[src/rtl/core/firewall_rule_table_match_core_macros.svh]
// ---------------------------------------------------------------------------
// Assertion macros for the firewall rule table match core
// Each macro expands to a concurrent assertion clocked on clk and disabled
// during rst; in synthesis the bodies are empty.
// ---------------------------------------------------------------------------
`ifndef FIREWALL_RULE_TABLE_MATCH_CORE_MACROS_SVH
`define FIREWALL_RULE_TABLE_MATCH_CORE_MACROS_SVH

`ifndef SYNTHESIS
// Same-cycle implication
`define FRTM_ASSERT_NOW(label, ante, cons) \
  label: assert property (@(posedge clk) disable iff (rst) (ante) |-> (cons)) \
    else $error("frtm assertion failed");
// Next-cycle implication
`define FRTM_ASSERT_NEXT(label, ante, cons) \
  label: assert property (@(posedge clk) disable iff (rst) (ante) |=> (cons)) \
    else $error("frtm assertion failed");
`else
`define FRTM_ASSERT_NOW(label, ante, cons)
`define FRTM_ASSERT_NEXT(label, ante, cons)
`endif

`endif

[src/rtl/core/frtm_pkg.sv]
// ---------------------------------------------------------------------------
// frtm_pkg
// Shared types, codes and constants of the firewall rule table match core.
// ---------------------------------------------------------------------------
package frtm_pkg;

  // Table depth default, match reduction group width and queue depths
  localparam int MAX_RULES_DEF   = 64;
  localparam int GRP_W           = 32;
  localparam int OP_QUEUE_DEPTH  = 2;
  localparam int RES_QUEUE_DEPTH = 2;

  // Command codes
  localparam logic [1:0] CMD_ADD    = 2'd0;
  localparam logic [1:0] CMD_DELETE = 2'd1;
  localparam logic [1:0] CMD_CHECK  = 2'd2;

  // Status codes
  localparam logic [2:0] ST_ADDED     = 3'd0;
  localparam logic [2:0] ST_INVALID   = 3'd1;
  localparam logic [2:0] ST_ACCEPTED  = 3'd2;
  localparam logic [2:0] ST_REJECTED  = 3'd3;
  localparam logic [2:0] ST_DELETED   = 3'd4;
  localparam logic [2:0] ST_NOT_FOUND = 3'd5;
  localparam logic [2:0] ST_FULL      = 3'd6;

  // Input item
  typedef struct packed {
    logic [1:0]  command;
    logic [31:0] addr_first;
    logic [31:0] addr_last;
    logic        addr_is_range;
    logic [15:0] port_first;
    logic [15:0] port_last;
    logic        port_is_range;
  } request_t;

  // Result item
  typedef struct packed {
    logic [2:0] status;
    logic [5:0] match_position;
  } response_t;

  // One stored rule
  typedef struct packed {
    logic [31:0] addr_lo;
    logic [31:0] addr_hi;
    logic        addr_rng;
    logic [15:0] port_lo;
    logic [15:0] port_hi;
    logic        port_rng;
  } rule_t;

  // Classified operation handed from front to back
  typedef enum logic [1:0] {
    OP_ADD,
    OP_DELETE,
    OP_CHECK,
    OP_INVALID
  } op_kind_t;

  typedef struct packed {
    op_kind_t kind;
    rule_t    rule;
  } op_t;

  // Back-end sequencer
  typedef enum logic [1:0] {
    BK_IDLE,
    BK_REDUCE,
    BK_APPLY
  } bk_state_t;

endpackage

[src/rtl/core/frtm_front.sv]
// ---------------------------------------------------------------------------
// frtm_front
// Accepts command items, checks rule ranges and classifies each into an
// operation for the rule table.
// ---------------------------------------------------------------------------
module frtm_front (
  input  frtm_pkg::request_t request,
  input  logic               push,
  output logic               full,
  output logic               op_push,
  output frtm_pkg::op_t      op_item,
  input  logic               op_full
);

  import frtm_pkg::*;

  logic addr_ok;
  logic port_ok;
  logic rule_ok;

  // A range must run strictly upwards
  assign addr_ok = !request.addr_is_range || (request.addr_first < request.addr_last);
  assign port_ok = !request.port_is_range || (request.port_first < request.port_last);
  assign rule_ok = addr_ok && port_ok;

  assign full    = op_full;
  assign op_push = push && !op_full;

  // Classification
  always_comb begin
    op_item.rule.addr_lo  = request.addr_first;
    op_item.rule.addr_hi  = request.addr_last;
    op_item.rule.addr_rng = request.addr_is_range;
    op_item.rule.port_lo  = request.port_first;
    op_item.rule.port_hi  = request.port_last;
    op_item.rule.port_rng = request.port_is_range;
    case (request.command)
      CMD_ADD:    op_item.kind = rule_ok ? OP_ADD : OP_INVALID;
      CMD_DELETE: op_item.kind = rule_ok ? OP_DELETE : OP_INVALID;
      CMD_CHECK: begin
        op_item.kind = (request.addr_is_range || request.port_is_range) ?
                       OP_INVALID : OP_CHECK;
      end
      default:    op_item.kind = OP_INVALID;
    endcase
  end

endmodule

[config.mk]
export PLATFORM = sky130hd
export DESIGN_NAME = frtm_front
export DESIGN_NICKNAME = d
export VERILOG_FILES = /design/src/rtl/core/firewall_rule_table_match_core_macros.svh /design/src/rtl/core/frtm_pkg.sv /design/src/rtl/core/frtm_front.sv
export SDC_FILE = /design/constraint.sdc
export NUM_CORES = 1
export LEC_CHECK = 0
export BUFFER_PORTS_ARGS = -buffer_cell sky130_fd_sc_hd__buf_4
export CORE_AREA = 2 2 78 80
export DETAILED_ROUTE_END_ITERATION = 10
export DIE_AREA = 0 0 80 82
export PLACE_DENSITY = 0.79
export SLEW_MARGIN = 10
export SYNTH_ARGS = -nofsm -noshare
export SYNTH_HDL_FRONTEND = slang
export SYNTH_SLANG_ARGS = --single-unit
[constraint.sdc]
create_clock -name vclk -period 1.5
set_input_delay 0.15 -clock vclk [all_inputs]
set_output_delay 0.15 -clock vclk [all_outputs]
set_load 0.005 [all_outputs]
==> metrics <==
post-synthesis compound-gate area fraction=12.8%; fmax=590 MHz; post-synth net total=422; routability cong.=0.728; synthesized area=0.00196 mm^2; Startpoint Class=input port; mux share of post-synthesis cell area=0%; Adder-Cell Fraction of Synth Area=29.4%; final worst setup slack=-0.194 ns; Residual DRC=0; overall power=0.996 mW; design area=0.00346 mm^2; Final Max Tran Viols=0; post-synthesis xor/xnor area fraction=0%; fraction of layout instances using a drive strength above 1=72.9%; Setup Crit Path Kind=input port to primary output; First-pass DRT Iterations=4; Cell Pwr Density=288 mW/mm^2; Mapped Avg Cell Area=7.15 um^2; gr ovfl total=0; FF+latch area=0 um^2; Avg Vias per Cell=4.46; slowest CP cell=a211oi_2; Slew headroom=82.7%; GRT Total Usage=16.9%; Max-cap violations=0; Hold Fails Final Rpt=0; number of antenna-violating nets in the routed design=0; unrepaired setup endpoints after global routing=true; Seq cells=0; clock buf count=0; Critical Path End Type=primary output; Layout area overhead=76.8%; VDD IR-drop max=0.173 mV; count of cell types in the netlist=29; IO Port Bufs=204; global-route wire length before repair=9010 um; # fillers=497; Tcrit/Tclk final=113%; initial antenna violation count=0; Final min period=1.69 ns; DR WL/cell=12.9 um; worst path cell trace=buf_6 > inv_4 > ha_4 > and4_4 > a221oi_2 > nor2_1 > a211oi_2 > nand2_1 > buf_4; CP required=1.35 ns; area post-placement=0.00310 mm^2; Pleak=1.90 nW; Fin Hold WS=0.467 ns; CP max stage delay=0.28 ns; # rows=28; Worst Hold Class=input port to primary output; via count=2180; crit-path max FO=3; Post-Route WL=6320 um; failing checks=negative setup slack; I/O Pins=204; area of the multi-input gates=0.00135 mm^2; largest family of logic cells by synthesized area=buffers and inverters; die span in x=80 um; Nets=564; largest net degree at the start of global routing=5; CORE AREA=0.00575 mm^2; number of diodes=0; Synth warnings=0; area leader, netlist=buf_4; Synth Area in Simple Gates=11.0%; Die ar.=0.00656 mm^2; synth top area cells=buf_4 38%, ha_1 29%, inv_1 8.8%, a21oi_1 4.6%, nand2_1 3.3%; Synth top area share=37.9%; sequential fraction of the synthesis area=0%; Setup Viol. Count Final=2; transition time at the pin with the least slew margin=0.256 ns; Critical Path AT=1.54 ns; vias in the first global route=2091; DP HPWL=5500 um; DR iter-0 viols=16; status=finished with violations; total setup buffers inserted after CTS=0; Initial Util=34.1%; Post-Syn Instances=274; Die H=82 um
-- final timing paths --
path / end / cells after the start / start / slack (ns)
worst max-delay path: op_item[98] / 9 / request[56] / -0.19
worst min-delay path: op_item[57] / 2 / request[57] / 0.47
-- layer usage --
layer / GRT usage [%] / share of wire [%] / wire length, um
met4: 1.53 / 0.33 / 21
met2: 37.3 / 58 / 3690
met1: 16.9 / 33 / 2070
met3: 2.20 / 8.5 / 535
met5: 0 / 0 / 0
-- synthesized netlist by cell type --
cell type,count
o21ai_1,1
o21ai_0,9
a21o_1,1
a21boi_2,1
nand2_1,17
nand3_1,3
a211oi_1,1
a221oi_2,1
a21boi_0,1
nand4_1,3
nor2b_1,1
nor3b_1,2
a211oi_2,1
inv_1,46
a21oi_1,18
o2111ai_1,1
a32oi_1,1
ha_1,46
nor4_4,1
o31a_1,1
o21a_1,1
nand2_2,1
o211ai_1,1
nor3_1,2
buf_4,99
and4_1,1
nor3_2,1
nor2_1,11
a21oi_2,1
-- final cells by class --
class	instances	share of cell area, %
inverter	46	5.34
multi-input combinational	129	39.1
timing repair buffer	239	52.9
tap	75	2.71
-- power by group --
group          switching [mW]  total (mW)  internal, mW
combinational           0.391       0.996         0.605
clock                       0           0             0
sequential                  0           0             0
total                   0.391       0.996         0.605
-- critical path, delay by kind of cell --
family	cells	cell delay, ns
compound gates	2	0.54
buf+inv	3	0.29
simple gates	3	0.36
fa+ha+maj	1	0.21
-- cells by family (layout without fill, tap and decap cells) --
logic type / Yosys count / in the layout
compound gates: 40 / 40
fa+ha+maj: 46 / 46
buf+inv: 145 / 285
simple gates: 43 / 43
-- cell usage in the layout, fill, tap and decap left out, drive strengths merged --
cell type / instances
and4: 1
nand4: 3
nor4: 1
o21ai: 10
nor2: 11
buf: 239
a21boi: 2
a32oi: 1
inv: 46
ha: 46
a211oi: 2
a21oi: 19
nand3: 3
o2111ai: 1
o211ai: 1
nor3: 3
nand2: 18
a221oi: 1
nor3b: 2
o21a: 1
a21o: 1
nor2b: 1
o31a: 1
-- stage by stage --
| stage | setup slack (ns) | util [%] | setup TNS, ns | std cells |
|---|---|---|---|---|
| floorplan | 0.0602 | - | 0 | 274 |
| global placement | -0.342 | 54.0 | -0.682 | 489 |
| detailed placement | -0.358 | 54.0 | -0.713 | 489 |
| CTS | -0.227 | 59.5 | -0.445 | 489 |
| global route | -0.307 | 60.3 | -0.584 | 489 |
| finish | -0.194 | 60.3 | -0.380 | 489 |
-- repair_timing --
item / CTS / global route
hold endpoints to repair: 0 / 0
pin swaps: 38 / 7
gates resized for setup: 64 / 14
hold buffers: 0 / 0
endpoints found under the setup margin: 2 / 2
No activity file was read; power rests on OpenSTA's default activity.
