==> src/rtl/core/firewall_rule_table_match_core_macros.svh <==
// ---------------------------------------------------------------------------
// Assertion macros for the firewall rule table match core
// Each macro expands to a concurrent assertion clocked on clk and disabled
// during rst; in synthesis the bodies are empty.
// ---------------------------------------------------------------------------
`ifndef FIREWALL_RULE_TABLE_MATCH_CORE_MACROS_SVH
`define FIREWALL_RULE_TABLE_MATCH_CORE_MACROS_SVH

`ifndef SYNTHESIS
// Same-cycle implication
`define FRTM_ASSERT_NOW(label, ante, cons) \
  label: assert property (@(posedge clk) disable iff (rst) (ante) |-> (cons)) \
    else $error("frtm assertion failed");
// Next-cycle implication
`define FRTM_ASSERT_NEXT(label, ante, cons) \
  label: assert property (@(posedge clk) disable iff (rst) (ante) |=> (cons)) \
    else $error("frtm assertion failed");
`else
`define FRTM_ASSERT_NOW(label, ante, cons)
`define FRTM_ASSERT_NEXT(label, ante, cons)
`endif

`endif

==> src/rtl/core/frtm_fifo.sv <==
// ---------------------------------------------------------------------------
// frtm_fifo
// Small synchronous queue with push/full and pop/empty handshakes.
// ---------------------------------------------------------------------------
module frtm_fifo #(
  parameter int WIDTH = 8,
  parameter int DEPTH = 2
) (
  input  logic             clk,
  input  logic             rst,
  input  logic             push,
  input  logic [WIDTH-1:0] wdata,
  output logic             full,
  input  logic             pop,
  output logic [WIDTH-1:0] rdata,
  output logic             empty
);

  localparam int PTR_W = (DEPTH > 1) ? $clog2(DEPTH) : 1;
  localparam int CNT_W = $clog2(DEPTH + 1);

  logic [WIDTH-1:0] slots [DEPTH];
  logic [PTR_W-1:0] wr_ptr;
  logic [PTR_W-1:0] rd_ptr;
  logic [CNT_W-1:0] count;
  logic             do_push;
  logic             do_pop;

  assign full    = (count == CNT_W'(DEPTH));
  assign empty   = (count == '0);
  assign do_push = push && !full;
  assign do_pop  = pop && !empty;
  assign rdata   = slots[rd_ptr];

  // Storage
  always_ff @(posedge clk) begin
    if (do_push) begin
      slots[wr_ptr] <= wdata;
    end
  end

  // Pointers and fill count
  always_ff @(posedge clk) begin
    if (rst) begin
      wr_ptr <= '0;
      rd_ptr <= '0;
      count  <= '0;
    end else begin
      if (do_push) begin
        wr_ptr <= (wr_ptr == PTR_W'(DEPTH - 1)) ? '0 : wr_ptr + 1'b1;
      end
      if (do_pop) begin
        rd_ptr <= (rd_ptr == PTR_W'(DEPTH - 1)) ? '0 : rd_ptr + 1'b1;
      end
      case ({do_push, do_pop})
        2'b10:   count <= count + 1'b1;
        2'b01:   count <= count - 1'b1;
        default: count <= count;
      endcase
    end
  end

endmodule

==> config.mk <==
export PLATFORM = sky130hd
export DESIGN_NAME = frtm_fifo
export DESIGN_NICKNAME = d
export VERILOG_FILES = /design/src/rtl/core/firewall_rule_table_match_core_macros.svh /design/src/rtl/core/frtm_fifo.sv
export SDC_FILE = /design/constraint.sdc
export NUM_CORES = 1
export LEC_CHECK = 0
export BUFFER_PORTS_ARGS = -buffer_cell sky130_fd_sc_hd__buf_2
export CORE_UTILIZATION = 44
export DETAILED_ROUTE_END_ITERATION = 6
export HOLD_SLACK_MARGIN = 0.08
export PLACE_DENSITY = 0.72
export SYNTH_ARGS = -nofsm -noshare
export SYNTH_HDL_FRONTEND = slang
export SYNTH_SLANG_ARGS = --single-unit
==> constraint.sdc <==
create_clock -name clk -period 1.3 [get_ports clk]
set_input_delay 0.26 -clock clk [delete_from_list [all_inputs] [get_ports clk]]
set_output_delay 0.26 -clock clk [all_outputs]
set_load 0.01 [all_outputs]
==> flow_summary_export.csv, run 1 <==
group,metric,value,unit
logic_synthesis,synth_top_area_share,60.2,%
logic_synthesis,syn_inst,51,
logic_synthesis,syn_avg_cell_area,15.7,um^2
clocking,clk_latency,0.29,ns
setup_path,critPathCaptureType,"output pin",
timing,final-setup-viol-count,11,
clocking,cts_buffers,3,
grt,grt_pass1_wl,2.06,mm
clocking,cts_sinks,21,
timing,rsz0062_at_grt,"true",
power,seqPwrFrac,40.6,%
logic_synthesis,synth.distinct_cells,17,
logic_synthesis,synthAdderAreaFrac,1.57,%
timing,slew_headroom,84.6,%
clocking,htree_levels,1,
die,core,1710,um^2
job,cap_violations,0,
timing,worst_slew_pin_slew,0.229,ns
setup_path,slowest_delay,0.36,ns
routing,routedWlPerCell,12.2,um
layout,area_delta_synth_final,46.7,%
logic_synthesis,netlist_area,798,um^2
grt,grt_pass1_vias,523,
clocking,cts-root-buf,"clkbuf_4",
layout,fin_nets,97,
die,row_count,15,
logic_synthesis,yosysWarnings,0,
timing,clock.fmax,0.682,GHz
die,fp.dieW,44.6,um
outcome,status,"finished, violations left",
timing,finalClockSkew,0.00651,ns
grt,track_usage,14.7,%
power,p_clk_share,12.5,%
logic_synthesis,synth_top_area_cell,"edfxtp_1",
setup_path,path_cells,"buf_12 -> mux2_4 -> buf_6",
die,ios,22,
grt,grt_max_degree,13,
timing,fin_crit_sh,113,%
logic_synthesis,syn-num-nets,64,
layout,drive_above_1_share,61.4,%
routing,detail-route-antenna-nets,0,
die,die_area,1990,um^2
setup_path,slowest_stage,"dfxtp_2",
clocking,path_clk_slew,0.11,ns
layout,multi_input_area,251,um^2
setup_path,startpoint_type,"flop",
die,start_util,46.7,%
clocking,cts_buffer_depth,2,
layout,fillers,135,
power,netSwitchingPower,0.000675,W
hold_path,hp-class,"in -> reg",
logic_synthesis,synthTopCellsByArea,"edfxtp_1, dfxtp_1, mux2_2",
placement,io_buffers,21,
power,combPwrFrac,46.8,%
grt,antenna_found_initial,0,
placement,dp.cells,101,
logic_synthesis,synthMuxAreaShare,11.3,%
timing,finalHoldViolCount,0,
setup_path,critical_path_arrival,1.21,ns
placement,post-place-ws,-0.138,ns
placement,routabilityCongestion,0.655,
logic_synthesis,synth_seq_cells,21,
layout,final_cells,108,
logic_synthesis,synth_xor_area_share,3.29,%
routing,first_pass_iters,4,
logic_synthesis,synth_compound_area_share,3.45,%
timing,fin_crit,1.47,ns
logic_synthesis,synth_top_family_by_area,"multiplexers",
power,powerDensity,2000,nW/um^2
timing,maxSlewViolCount,0,
power,netSwitchingFraction,28.8,%
setup_path,critPathKind,"reg -> out",
routing,vias,505,
power,vdd_drop_max,1.19,mV
layout,num_antenna_cells,0,
power,leakage,0.483,nW
routing,drt-total-wl,1.31,mm
layout,ff_latch_area,587,um^2
die,dieHeight,44.6,um
timing,setup_ws,-0.166,ns
grt,overflow,0,
routing,viasPerCell,4.68,
clocking,cts_tree,"built",
routing,drc,0,
setup_path,worst-path-max-fanout,8,
outcome,violations,"setup timing",
power,intPower,0.00167,W
setup_path,critPathRequiredTime,1.04,ns
logic_synthesis,synthSimpleGateAreaFrac,5.80,%
logic_synthesis,ys_seq_area_share,72.7,%
routing,drt_iter0_drc,5,
per-stage QoR:
step / setup TNS (ns) / util (%) / hold slack, ns / area (um^2) / total power (W)
global placement: -0.233 / 59.1 / 0.448 / 1010 / 0.00169
detailed placement: -0.406 / 59.1 / 0.452 / 1010 / 0.00173
global route: -2.19 / 68.6 / 0.130 / 1170 / 0.00246
floorplan: -0.0284 / - / 0.325 / 815 / 0.00140
finish: -1.49 / 68.6 / 0.147 / 1170 / 0.00234
CTS: -1.61 / 67.5 / 0.139 / 1150 / 0.00230
critical path, delay by kind of cell (launching register included):
family                 cells  cell delay (ns)
buffers and inverters      2             0.25
multiplexers               1             0.30
flip-flops                 1             0.36
cell type report:
class | count | area share, %
Multi-Input combinational cell | 26 | 21.5
Timing Repair Buffer | 29 | 22.0
Sequential cell | 21 | 50.1
Inverter | 3 | 1.39
Clock inverter | 1 | 0.427
Tap cell | 25 | 2.67
Clock buffer | 3 | 1.92
per-layer routing:
metal  global-route usage, %  vias to the layer above  share of wire (%)
met1                    14.1                      242                 36
li1                        -                      246                  -
met2                    29.1                       15                 57
met3                    3.67                        2                6.1
met5                       0                        -                  0
met4                    5.45                        0               0.91
flip-flops by register name, indices dropped and copies added (netlist names), named ones only:
register / cells
rd_ptr: 1
slots: 16
count: 2
wr_ptr: 1
power by group through the flow:
| stage | sequential (W) | combinational, W | clock [W] |
|---|---|---|---|
| 2_1_floorplan | 0.000937 | 0.000460 | 0 |
| 3_3_place_gp | 0.000945 | 0.000749 | 0 |
| 3_5_place_dp | 0.000957 | 0.000770 | 0 |
| 4_1_cts | 0.000945 | 0.00105 | 0.000308 |
| 5_1_grt | 0.000965 | 0.00117 | 0.000330 |
| 6_report | 0.000951 | 0.00110 | 0.000294 |
cells by family (layout without fill, tap and decap cells):
group | Yosys count | count (layout)
adders and majority gates | 1 | 1
and+or+nand+nor | 9 | 9
buffers and inverters | 4 | 36
xor gates and xnor gates | 3 | 3
AOI/OAI and AO/OA | 5 | 5
muxes | 8 | 8
DFF | 21 | 21
Yosys cell counts (all sizes together):
cell    count
edfxtp     16
ha          1
inv         3
xnor2       2
a21oi       2
clkbuf      1
and3        1
nand2b      1
o21a        1
nand2       1
o21ai       2
xor2        1
mux2        8
or3         2
nor2        4
dfxtp       5
placed cells by master (no fill, tap or decap):
cell type  count
nand2b_4       1
and3_1         1
inv_6          1
or3_4          1
clkinv_2       1
dfxtp_2        2
dfxtp_1        2
nor2_1         4
a21oi_1        1
inv_2          1
buf_2         12
xor2_1         1
nand2_2        1
buf_6         12
inv_1          1
dfxtp_4        1
or3_1          1
o21a_1         1
o21ai_0        2
edfxtp_1      16
clkbuf_4       3
xnor2_1        2
ha_2           1
mux2_4         8
buf_4          3
a21oi_2        1
buf_12         2
final timing paths:
path	end	depth (start not counted)	startpoint	slack, ns
hold / removal	slots[0][5]$_DFFE_PP_	1	wdata[5]	0.15
hold reg to reg	wr_ptr$_SDFFE_PP0N_	2	wr_ptr$_SDFFE_PP0N_	0.53
setup / recovery	rdata[1]	3	flop	-0.17
setup reg to reg	count[1]$_SDFFE_PP0P_	5	count[1]$_SDFFE_PP0P_	-0.13
timing repair:
item / CTS / global route
pin swaps: 0 / 1
gates resized for setup: 23 / 3
hold buffers: 0 / 0
endpoints found under the setup margin: 18 / 19
setup buffers: 2 / 1
No activity file was read; power rests on OpenSTA's default activity.
==> run 2, diff against run 1 <==
Settings changed: BUFFER_PORTS_ARGS -buffer_cell sky130_fd_sc_hd__buf_2 to default, CORE_UTILIZATION 44 to 55, DONT_BUFFER_PORTS from default to 1, PLACE_DENSITY 0.72 to 0.7.
Clock period 1.3 ns to 1.9 ns, I/O delays scaled along.
==> run 2 against run 1 <==
  * The flow now finishes without violations
  * Clock power shrank 33%
  * Sequential share of layout area rose by 19 points
  * Hold slack got worse by 0.0088 ns
  * Highest routed layer is now met3
==> flow_summary_export.csv, run 2 (same netlist as run 1, synthesis figures left out) <==
group,metric,value,unit
layout,largest_reg_flops,16,
timing,slew_headroom,74.4,%
routing,first_pass_iters,2,
routing,viasPerCell,5.51,
clocking,clk_latency,0.29,ns
timing,finalHoldViolCount,0,
setup_path,rr_startpoint,"count[0]$_SDFFE_PP0P_",
layout,drive_above_1_share,25.9,%
clocking,cts-root-buf,"clkbuf_4",
clocking,cts_buffers,3,
setup_path,worst-path-max-fanout,8,
clocking,htree_levels,1,
grt,grt_pass1_wl,1.64,mm
setup_path,critPathCapture,"rdata[7]",
die,dieHeight,40.1,um
routing,drt-total-wl,1.12,mm
timing,rsz0062_at_grt,"false",
clocking,path_clk_slew,0.11,ns
setup_path,critPathRequiredTime,1.52,ns
layout,top_register,"slots",
routing,drt_iter0_drc,3,
clocking,cts_sinks,21,
layout,fillers,88,
timing,final-setup-viol-count,0,
clocking,cts_tree,"built",
timing,fin_crit,1.60,ns
routing,routedWlPerCell,16.3,um
grt,grt_max_degree,13,
placement,routabilityCongestion,0.698,
setup_path,startpoint_type,"flop",
setup_path,slowest_delay,0.51,ns
clocking,cts_hold_buffers,0,
timing,finalClockSkew,0.00565,ns
die,start_util,60.6,%
die,ios,22,
die,row_count,13,
layout,area_delta_synth_final,5.33,%
die,core,1320,um^2
grt,grt_pass1_vias,388,
setup_path,worst_path_dominant_cell_family,"flip-flops",
job,cap_violations,0,
timing,setup_tns,0,ns
clocking,post_cts_resized,0,
setup_path,path_cells,"mux2_2",
layout,ff_latch_area,581,um^2
routing,vias,380,
die,fp.dieW,40.1,um
layout,final_cell_mix,"edfxtp_1, mux2_2, dfxtp_1",
outcome,status,"completed",
layout,multi_input_area,203,um^2
layout,num_antenna_cells,0,
routing,drc,0,
timing,fin_crit_sh,84.0,%
clocking,postCtsSetupBuffers,0,
grt,overflow,0,
timing,clock.fmax,0.627,GHz
timing,maxSlewViolCount,0,
layout,layout_commonest_cell,"edfxtp_1",
setup_path,critical_path_arrival,1.22,ns
die,die_area,1610,um^2
setup_path,r2r_slack,0.35,ns
power,leakage,0.302,nW
setup_path,path_buf_inv,0,
clocking,cts_buffer_depth,2,
grt,track_usage,16.9,%
power,vdd_drop_max,0.864,mV
hold_path,hp-class,"in -> reg",
setup_path,critPathKind,"reg -> out",
layout,fin_nets,68,
layout,largestRegisters,"slots: 16 flops, count: 2 flops",
grt,antenna_found_initial,0,
setup_path,crit_cells,1,
setup_path,slowest_stage,"dfxtp_1",
power,powerDensity,1390,nW/um^2
routing,detail-route-antenna-nets,0,
setup_path,critPathCaptureType,"output pin",
setup_path,rr_endpoint,"slots[0][7]$_DFFE_PP_",
timing,worst_slew_pin_slew,0.385,ns
setup_path,r2r.worst_path.cells,4,
placement,io_buffers,0,
timing,whs,0.138,ns
[run 2: cell types whose count changed in the layout (fill, tap and decap cells not counted), sizes merged]
cell,previous run,this run
buf,29,0
[run 2: where the power goes]
part / total, W / switching [W] / internal, W
Sequential: 0.000657 / 0.0000659 / 0.000591
Combinational: 0.000315 / 0.000171 / 0.000144
Clock: 0.000198 / 0.000120 / 0.0000782
[run 2: worst min-delay path by stage]
stage	end	cells after the start	startpoint	slack, ns
floorplan	count[1]$_SDFFE_PP0P_	1	rst	0.45
global route	count[1]$_SDFFE_PP0P_	1	rst	0.12
finish	count[1]$_SDFFE_PP0P_	1	rst	0.14
detailed placement	count[0]$_SDFFE_PP0P_	1	rst	0.46
CTS	count[1]$_SDFFE_PP0P_	1	rst	0.13
global placement	count[1]$_SDFFE_PP0P_	1	rst	0.45
[run 2: cell type report]
type / instances / area share (%)
Multi-Input combinational cell: 26 / 24.1
Clock inverter: 1 / 0.595
Sequential cell: 21 / 69.0
Inverter: 3 / 1.34
Clock buffer: 3 / 2.68
Tap cell: 15 / 2.23
[run 2: per-stage QoR]
step	worst slack, ns	total power, W	instance area (um^2)	cells	utilization, %
detailed placement	0.365	0.000985	813	65	61.7
finish	0.305	0.00117	841	69	63.8
floorplan	0.478	0.000930	798	51	-
CTS	0.280	0.00118	841	69	63.8
global placement	0.409	0.000959	813	65	61.7
global route	0.219	0.00124	841	69	63.8
[run 2: metal layers]
layer	part of all wire [%]	global-route usage, %
met5	0	0
met4	0	7.76
met3	6.0	5.56
met2	58	32.7
met1	36	15.5
